==> src/design/u8d_pkg.sv <==
package u8d_pkg;

    // character limit per text and the counter that tracks it
    localparam int MAX_CHARS = 1024;
    localparam int CNT_W     = $clog2(MAX_CHARS + 1);
    localparam int IDX_W     = 10;
    localparam int CP_W      = 21;

    localparam logic [CNT_W-1:0] MAX_CHARS_C = CNT_W'(MAX_CHARS);

    // byte class masks and patterns
    localparam logic [7:0] CONT_MASK  = 8'hC0;
    localparam logic [7:0] CONT_PAT   = 8'h80;
    localparam logic [7:0] LEAD2_MASK = 8'hE0;
    localparam logic [7:0] LEAD2_PAT  = 8'hC0;
    localparam logic [7:0] LEAD3_MASK = 8'hF0;
    localparam logic [7:0] LEAD3_PAT  = 8'hE0;
    localparam logic [7:0] LEAD4_MASK = 8'hF8;
    localparam logic [7:0] LEAD4_PAT  = 8'hF0;

    typedef struct packed {
        logic [7:0] data_byte;
        logic       last_byte;
    } in_item_t;

    typedef struct packed {
        logic [CP_W-1:0]  code_point;
        logic [IDX_W-1:0] char_index;
        logic             char_valid;
        logic             end_of_text;
    } out_item_t;

    // decoder state carried from one byte to the next
    typedef struct packed {
        logic [CP_W-1:0]  partial_value;
        logic [1:0]       bytes_pending;
        logic [CNT_W-1:0] chars_emitted;
    } dec_state_t;

endpackage

==> src/design/u8d_decode.sv <==
module u8d_decode (
    input  u8d_pkg::dec_state_t state,
    input  u8d_pkg::in_item_t   item,
    output u8d_pkg::dec_state_t state_next,
    output u8d_pkg::out_item_t  result,
    output logic                has_result
);

    logic [7:0]                       b;
    logic                             is_cont;
    logic                             below_limit;
    logic                             done;
    logic [u8d_pkg::CP_W-1:0]         partial;
    logic [1:0]                       pending;
    logic [u8d_pkg::CNT_W+u8d_pkg::IDX_W-1:0] cnt_ext;

    assign b       = item.data_byte;
    assign is_cont = (b & u8d_pkg::CONT_MASK) == u8d_pkg::CONT_PAT;
    assign below_limit = state.chars_emitted < u8d_pkg::MAX_CHARS_C;
    assign cnt_ext = {{u8d_pkg::IDX_W{1'b0}}, state.chars_emitted};

    // byte classification and sequence assembly
    always_comb
    begin
        done    = 1'b0;
        partial = state.partial_value;
        pending = state.bytes_pending;
        if (below_limit)
        begin
            if (state.bytes_pending != 2'd0 && is_cont)
            begin
                partial = {state.partial_value[u8d_pkg::CP_W-7:0], b[5:0]};
                pending = state.bytes_pending - 2'd1;
                done    = (state.bytes_pending == 2'd1);
            end
            else if (state.bytes_pending == 2'd0 && is_cont)
            begin
                // stray continuation byte is dropped
            end
            else if (!b[7])
            begin
                partial = {{(u8d_pkg::CP_W-8){1'b0}}, b};
                pending = 2'd0;
                done    = 1'b1;
            end
            else if ((b & u8d_pkg::LEAD2_MASK) == u8d_pkg::LEAD2_PAT)
            begin
                partial = {{(u8d_pkg::CP_W-5){1'b0}}, b[4:0]};
                pending = 2'd1;
            end
            else if ((b & u8d_pkg::LEAD3_MASK) == u8d_pkg::LEAD3_PAT)
            begin
                partial = {{(u8d_pkg::CP_W-4){1'b0}}, b[3:0]};
                pending = 2'd2;
            end
            else if ((b & u8d_pkg::LEAD4_MASK) == u8d_pkg::LEAD4_PAT)
            begin
                partial = {{(u8d_pkg::CP_W-3){1'b0}}, b[2:0]};
                pending = 2'd3;
            end
            else
            begin
                // invalid lead byte
                partial = '0;
                pending = 2'd0;
            end
        end
    end

    // result fields
    always_comb
    begin
        result.code_point  = done ? partial : '0;
        result.char_index  = done ? cnt_ext[u8d_pkg::IDX_W-1:0] : '0;
        result.char_valid  = done;
        result.end_of_text = item.last_byte;
        has_result         = done || item.last_byte;
    end

    // next state, back to reset at the end of a text
    always_comb
    begin
        if (item.last_byte)
        begin
            state_next = '0;
        end
        else
        begin
            state_next.partial_value = done ? '0 : partial;
            state_next.bytes_pending = pending;
            state_next.chars_emitted = done ? state.chars_emitted + 1'b1
                                            : state.chars_emitted;
        end
    end

endmodule

==> src/design/utf8_stream_decoder.sv <==
// utf8_stream_decoder: streaming UTF-8 to code point decoder
// input channel: in_valid / in_stall / in_data carry one text byte per
//   transaction; in_data.last_byte marks the final byte of a text
// output channel: out_valid / out_stall / out_data carry one result per
//   completed character, plus one with end_of_text set for the last byte
//   (char_valid tells whether that one also holds a character)
// path: a byte is captured in the input register, decoded combinationally
//   and written to the result register once the output is free, from
//   which its result is presented until it is taken
// throughput: one byte per clock unless out_stall holds a result; the sole
//   recurrence is the sequence state (partial value, pending count, char count)
// stray continuations, invalid leads and bytes past the character limit
//   make no result unless they are last; a byte that breaks a sequence
//   drops the partial character and is decoded again as a lead
// reset: both registers empty, decoder state cleared, a new text starts
//   at index zero; every last byte clears the decoder state the same way
// stall: while out_stall holds a result, the byte in the input register
//   waits and in_stall rises; no transaction is lost or repeated
module utf8_stream_decoder (
    input  logic               clk,
    input  logic               rst_n,
    input  logic               in_valid,
    output logic               in_stall,
    input  u8d_pkg::in_item_t  in_data,
    output logic               out_valid,
    input  logic               out_stall,
    output u8d_pkg::out_item_t out_data
);

    logic                in_valid_reg;
    u8d_pkg::in_item_t   in_item_reg;
    logic                out_valid_reg;
    logic                out_valid_next;
    u8d_pkg::out_item_t  out_item_reg;
    u8d_pkg::dec_state_t state_reg;
    u8d_pkg::dec_state_t state_next;
    u8d_pkg::out_item_t  result;
    logic                has_result;
    logic                out_free;
    logic                advance;
    logic                in_take;

    u8d_decode u_decode (
        .state      (state_reg),
        .item       (in_item_reg),
        .state_next (state_next),
        .result     (result),
        .has_result (has_result)
    );

    // handshake control
    assign out_free = !out_valid_reg || !out_stall;
    assign advance  = in_valid_reg && out_free;
    assign in_stall = in_valid_reg && !advance;
    assign in_take  = in_valid && !in_stall;

    always_comb
    begin
        if (advance)
            out_valid_next = has_result;
        else if (!out_stall)
            out_valid_next = 1'b0;
        else
            out_valid_next = out_valid_reg;
    end

    // control registers
    always_ff @(posedge clk or negedge rst_n)
    begin
        if (!rst_n)
        begin
            in_valid_reg  <= 1'b0;
            out_valid_reg <= 1'b0;
            state_reg     <= '0;
        end
        else
        begin
            if (in_take)
                in_valid_reg <= 1'b1;
            else if (advance)
                in_valid_reg <= 1'b0;
            out_valid_reg <= out_valid_next;
            if (advance)
                state_reg <= state_next;
        end
    end

    // payload registers
    always_ff @(posedge clk)
    begin
        if (in_take)
            in_item_reg <= in_data;
        if (advance && has_result)
            out_item_reg <= result;
    end

    assign out_valid = out_valid_reg;
    assign out_data  = out_item_reg;

endmodule

==> config.mk <==
export PLATFORM = sky130hd
export DESIGN_NAME = utf8_stream_decoder
export DESIGN_NICKNAME = d
export VERILOG_FILES = /design/src/design/u8d_pkg.sv /design/src/design/u8d_decode.sv /design/src/design/utf8_stream_decoder.sv
export SDC_FILE = /design/constraint.sdc
export NUM_CORES = 1
export LEC_CHECK = 0
export BUFFER_PORTS_ARGS = -buffer_cell sky130_fd_sc_hd__buf_2
export CAP_MARGIN = 20
export CORE_AREA = 2 2 79 81
export CTS_BUF_LIST = sky130_fd_sc_hd__clkbuf_2 sky130_fd_sc_hd__clkbuf_4 sky130_fd_sc_hd__clkbuf_8
export DETAILED_ROUTE_END_ITERATION = 10
export DIE_AREA = 0 0 81 83
export PLACE_DENSITY = 0.8
export SYNTH_ARGS = -nofsm -noshare
export SYNTH_HDL_FRONTEND = slang
export SYNTH_SLANG_ARGS = --single-unit
==> constraint.sdc <==
create_clock -name clk -period 3.1 [get_ports clk]
set_clock_uncertainty 0.2 [all_clocks]
set_input_delay 0.465 -clock clk [delete_from_list [all_inputs] [get_ports clk]]
set_output_delay 0.465 -clock clk [all_outputs]
set_load 0.02 [all_outputs]
==> summary by stage <==
Run status
The run finished with clean final reports.

Setup path
The kind of cell adding the most delay to the critical path is simple AND/OR/NAND/NOR gates. The signal arrival time at the worst endpoint is 2810 ps. The number of buffer and inverter instances along the worst setup path is 2. The worst setup path is captured at a flip-flop.

The timing endpoint of the critical path is state_reg[3]. The worst reg2reg path endpoint is state_reg[3]. The highest-delay cell along the critical path is sky130_fd_sc_hd__nor2_2.

Tracing the worst setup path back leads to its startpoint at state_reg[12]. Of all nets on the critical path, the largest fanout is 18. The start-to-end type of the worst setup path is reg2reg.

The type of element launching the critical path is a flip-flop. The signal on the critical path passes through inv_1 -> ha_1 -> nor4b_4 -> nor2_2 -> inv_1 -> a211o_1 -> o211ai_1. The worst endpoint required time is 3160 ps. Counting cells, the worst reg-to-reg path comes to 7. Setup slack on the worst reg-to-reg path comes out at 350 ps. The instance count on the critical path is 7.

The start of the worst register-to-register path is state_reg[12]. For this run, the slowest stage of the critical path takes 610 ps. The most numerous cell type found on the critical path is sky130_fd_sc_hd__inv_1.

Floorplan
From bottom edge to top edge, the die measures 83 microns. For this configuration, the core starts out at a cell density of 0.5781. The area enclosed by the die boundary is 6723 sq um.

The total area inside the core boundary comes to 5816 sq um. The I/O pin count is 48. The total number of placement rows is 28.

From left edge to right edge, the die measures 81 microns.

STA
Headroom to the max-slew limit came out at 0.4432. The final hold violation count came to 0. At the pin with the least slew margin, the transition time is 835.1 ps.

The share of the clock period used by the worst path is 0.8858. The final-report max-slew violation count came to 0. The highest attainable clock frequency is 364.2 MHz. Hold is met by 12.27 ps. The setup total negative slack is 0 ps.

Setup violations remaining at the end of the flow were counted as 0. The minimum clock period is 2746 ps. Setup repair after global routing left no endpoint under its margin.

Final layout
The area added between synthesis and finish is 13.81%. Once layout is complete, the utilization of the core stands at 0.6579. The layout cell share with drive strength beyond 1 is 0.2278. The library cell used most frequently in the layout, excluding fill and tap cells, is sky130_fd_sc_hd__buf_2. The register with the most flip-flops in the layout has 34 of them. Leaving out fill and tap cells, the most frequent cells in the layout are sky130_fd_sc_hd__buf_2, sky130_fd_sc_hd__edfxtp_1, sky130_fd_sc_hd__dfrtp_1, sky130_fd_sc_hd__nor2_1, sky130_fd_sc_hd__and2_1. The final layout net count is 327.

0 antenna diodes ended up in the layout.

Drt
The detailed-route wire length is 6.112 mm. The average wire per cell in the routed design is 15.63 microns. For this run, design rule violations remaining after detail routing come to 0. The detailed router placed 2,308 vias in this run. The number of design-rule violations left by the first detailed-router iteration is 208. Using the TritonRoute via totals, the vias-per-cell ratio works out to 5.903.

The final antenna-violating net count is 0. The detailed-router iteration count before antenna repair is 4.

Clock tree
Clock-pin slew was measured on the worst setup and hold paths at 70 ps. The clock root buffer is sky130_fd_sc_hd__clkbuf_8. The number of levels the H-tree was split into is 3. TritonCTS built the clock tree. The number of cells upsized or downsized after cts is 0.

The clock net in this run drives a total of 78 sinks. The post-cts hold buffer count is 0. The number of CTS-inserted buffers is 9. Clock latency on the worst-skew pair, taken at its later pin, is 350 ps. The buffers inserted during post-CTS setup optimization is 0. The number of buffers on the longest clock path is 2.

Power
The areal power density over the cells is 646.1 nW/um^2. Across the VDD grid, the largest voltage drop is 338.2 uV. Summing internal, switching and leakage power gives 2.472 mW.

The leakage power is 1.599 nW.

GRT
For this run, the total global-route usage over all layers was measured as 0.2024. The via count of the first global-routing pass came to 2,146. The number of antenna violations at the first check in global routing is 0. The first global-routing pass estimated 10.42 mm of wire. The maximum number of pins on one net before global-route repair is 37. The total overflow reported by the global router is 0.

Logic synthesis
Summing every instance area after synthesis gives 3362 sq um. The mean cell area of the mapped netlist is 12.69 sq um. The number of different library cells used by synthesis comes to 48. The synthesized design contains 42 enable-type register cells. Of the synthesized area, sequential elements account for 0.6431. Among all flip-flop cells after synthesis, the most frequent one is sky130_fd_sc_hd__edfxtp_1. The number of warning messages in the yosys log is 0. The synthesis-stage register bit count is 78. The proportion of synthesized flip-flops having asynchronous set or reset is 0.4615. Counting every instance in the synthesized netlist gives 265. When the netlist entered floorplanning its net count stood at 281.

Place
The routability-driven placement congestion ratio is 0.7858. Once detailed placement completed, the half-perimeter wirelength came to 3.962 mm. During placement, the flow inserted port buffers numbering 47.

Job
Max-cap violations in this run came to 0.

Worst hold path
The class of the tightest hold or removal check is in2async.
## cell type report
class / count / area, sq um
flip-flops and latches: 78 / 2162
fillers: 449 / 1989
multi-input cells: 163 / 1084
repair buffers: 50 / 257.7
clock buffers: 11 / 145.1
well taps: 75 / 93.84
clock inverters: 5 / 50.05
inverters: 9 / 33.78
## cell families after synthesis
family / synth area share
AO/OA/AOI/OAI: 0.1671
XOR/XNOR: 0.002606
adder cells (fa/ha/maj): 0.01117
buffers and inverters: 0.03461
flip-flops: 0.6431
multiplexers: 0.002977
AND/OR/NAND/NOR: 0.1385
## cell usage after synthesis (all sizes together) (2+ instances only)
cell type | count | share of area
clkbuf | 5 | 0.0056
o21bai | 2 | 0.0045
nor2 | 20 | 0.023
a21oi | 10 | 0.015
a22oi | 14 | 0.031
a31oi | 3 | 0.0056
or3 | 3 | 0.0056
nand2 | 13 | 0.015
o211ai | 2 | 0.0045
nand3 | 8 | 0.012
a32o | 6 | 0.018
nand4 | 3 | 0.0056
nor2b | 4 | 0.0082
and3 | 3 | 0.0056
o31ai | 3 | 0.0067
nand2b | 3 | 0.0056
edfxtp | 42 | 0.38
o21ai | 7 | 0.013
a22o | 16 | 0.042
dfrtp | 36 | 0.27
and2 | 18 | 0.033
nor3 | 3 | 0.0045
or4 | 4 | 0.0089
inv | 9 | 0.010
ha | 3 | 0.011
buf | 10 | 0.019
## report_power, final
group | internal [mW] | switching (mW) | total [mW]
Clock | 0.396 | 0.345 | 0.741
Combinational | 0.143 | 0.293 | 0.436
Sequential | 1.22 | 0.0788 | 1.30
## worst min path at each step
stage                  start  slack [ps]            end
2_1_floorplan          rst_n         -30   in_valid_reg
3_3_place_gp   state_reg[29]         290  state_reg[29]
3_5_place_dp   state_reg[33]         290  state_reg[33]
4_1_cts                rst_n          20  state_reg[16]
5_1_grt                rst_n          60  state_reg[14]
6_report               rst_n          10   state_reg[9]
## routing by layer
layer / wire [microns] / up-vias / share of wire / GRT usage
li1: - / 1095 / - / -
met2: 2830 / 81 / 0.46 / 0.2840
met3: 364 / 12 / 0.060 / 0.03913
met1: 2781 / 1120 / 0.46 / 0.3008
met4: 134 / 0 / 0.022 / 0.1017
met5: 0 / - / 0 / 0
## through the flow
step,instances,area [sq um],setup slack (ps)
floorplan,265,3362,538.4
global placement,375,3631,513.1
detailed placement,375,3631,378.4
CTS,391,3826,374.7
global route,391,3826,86.68
finish,391,3826,354.1
No activity file was read; power rests on OpenSTA's default activity.
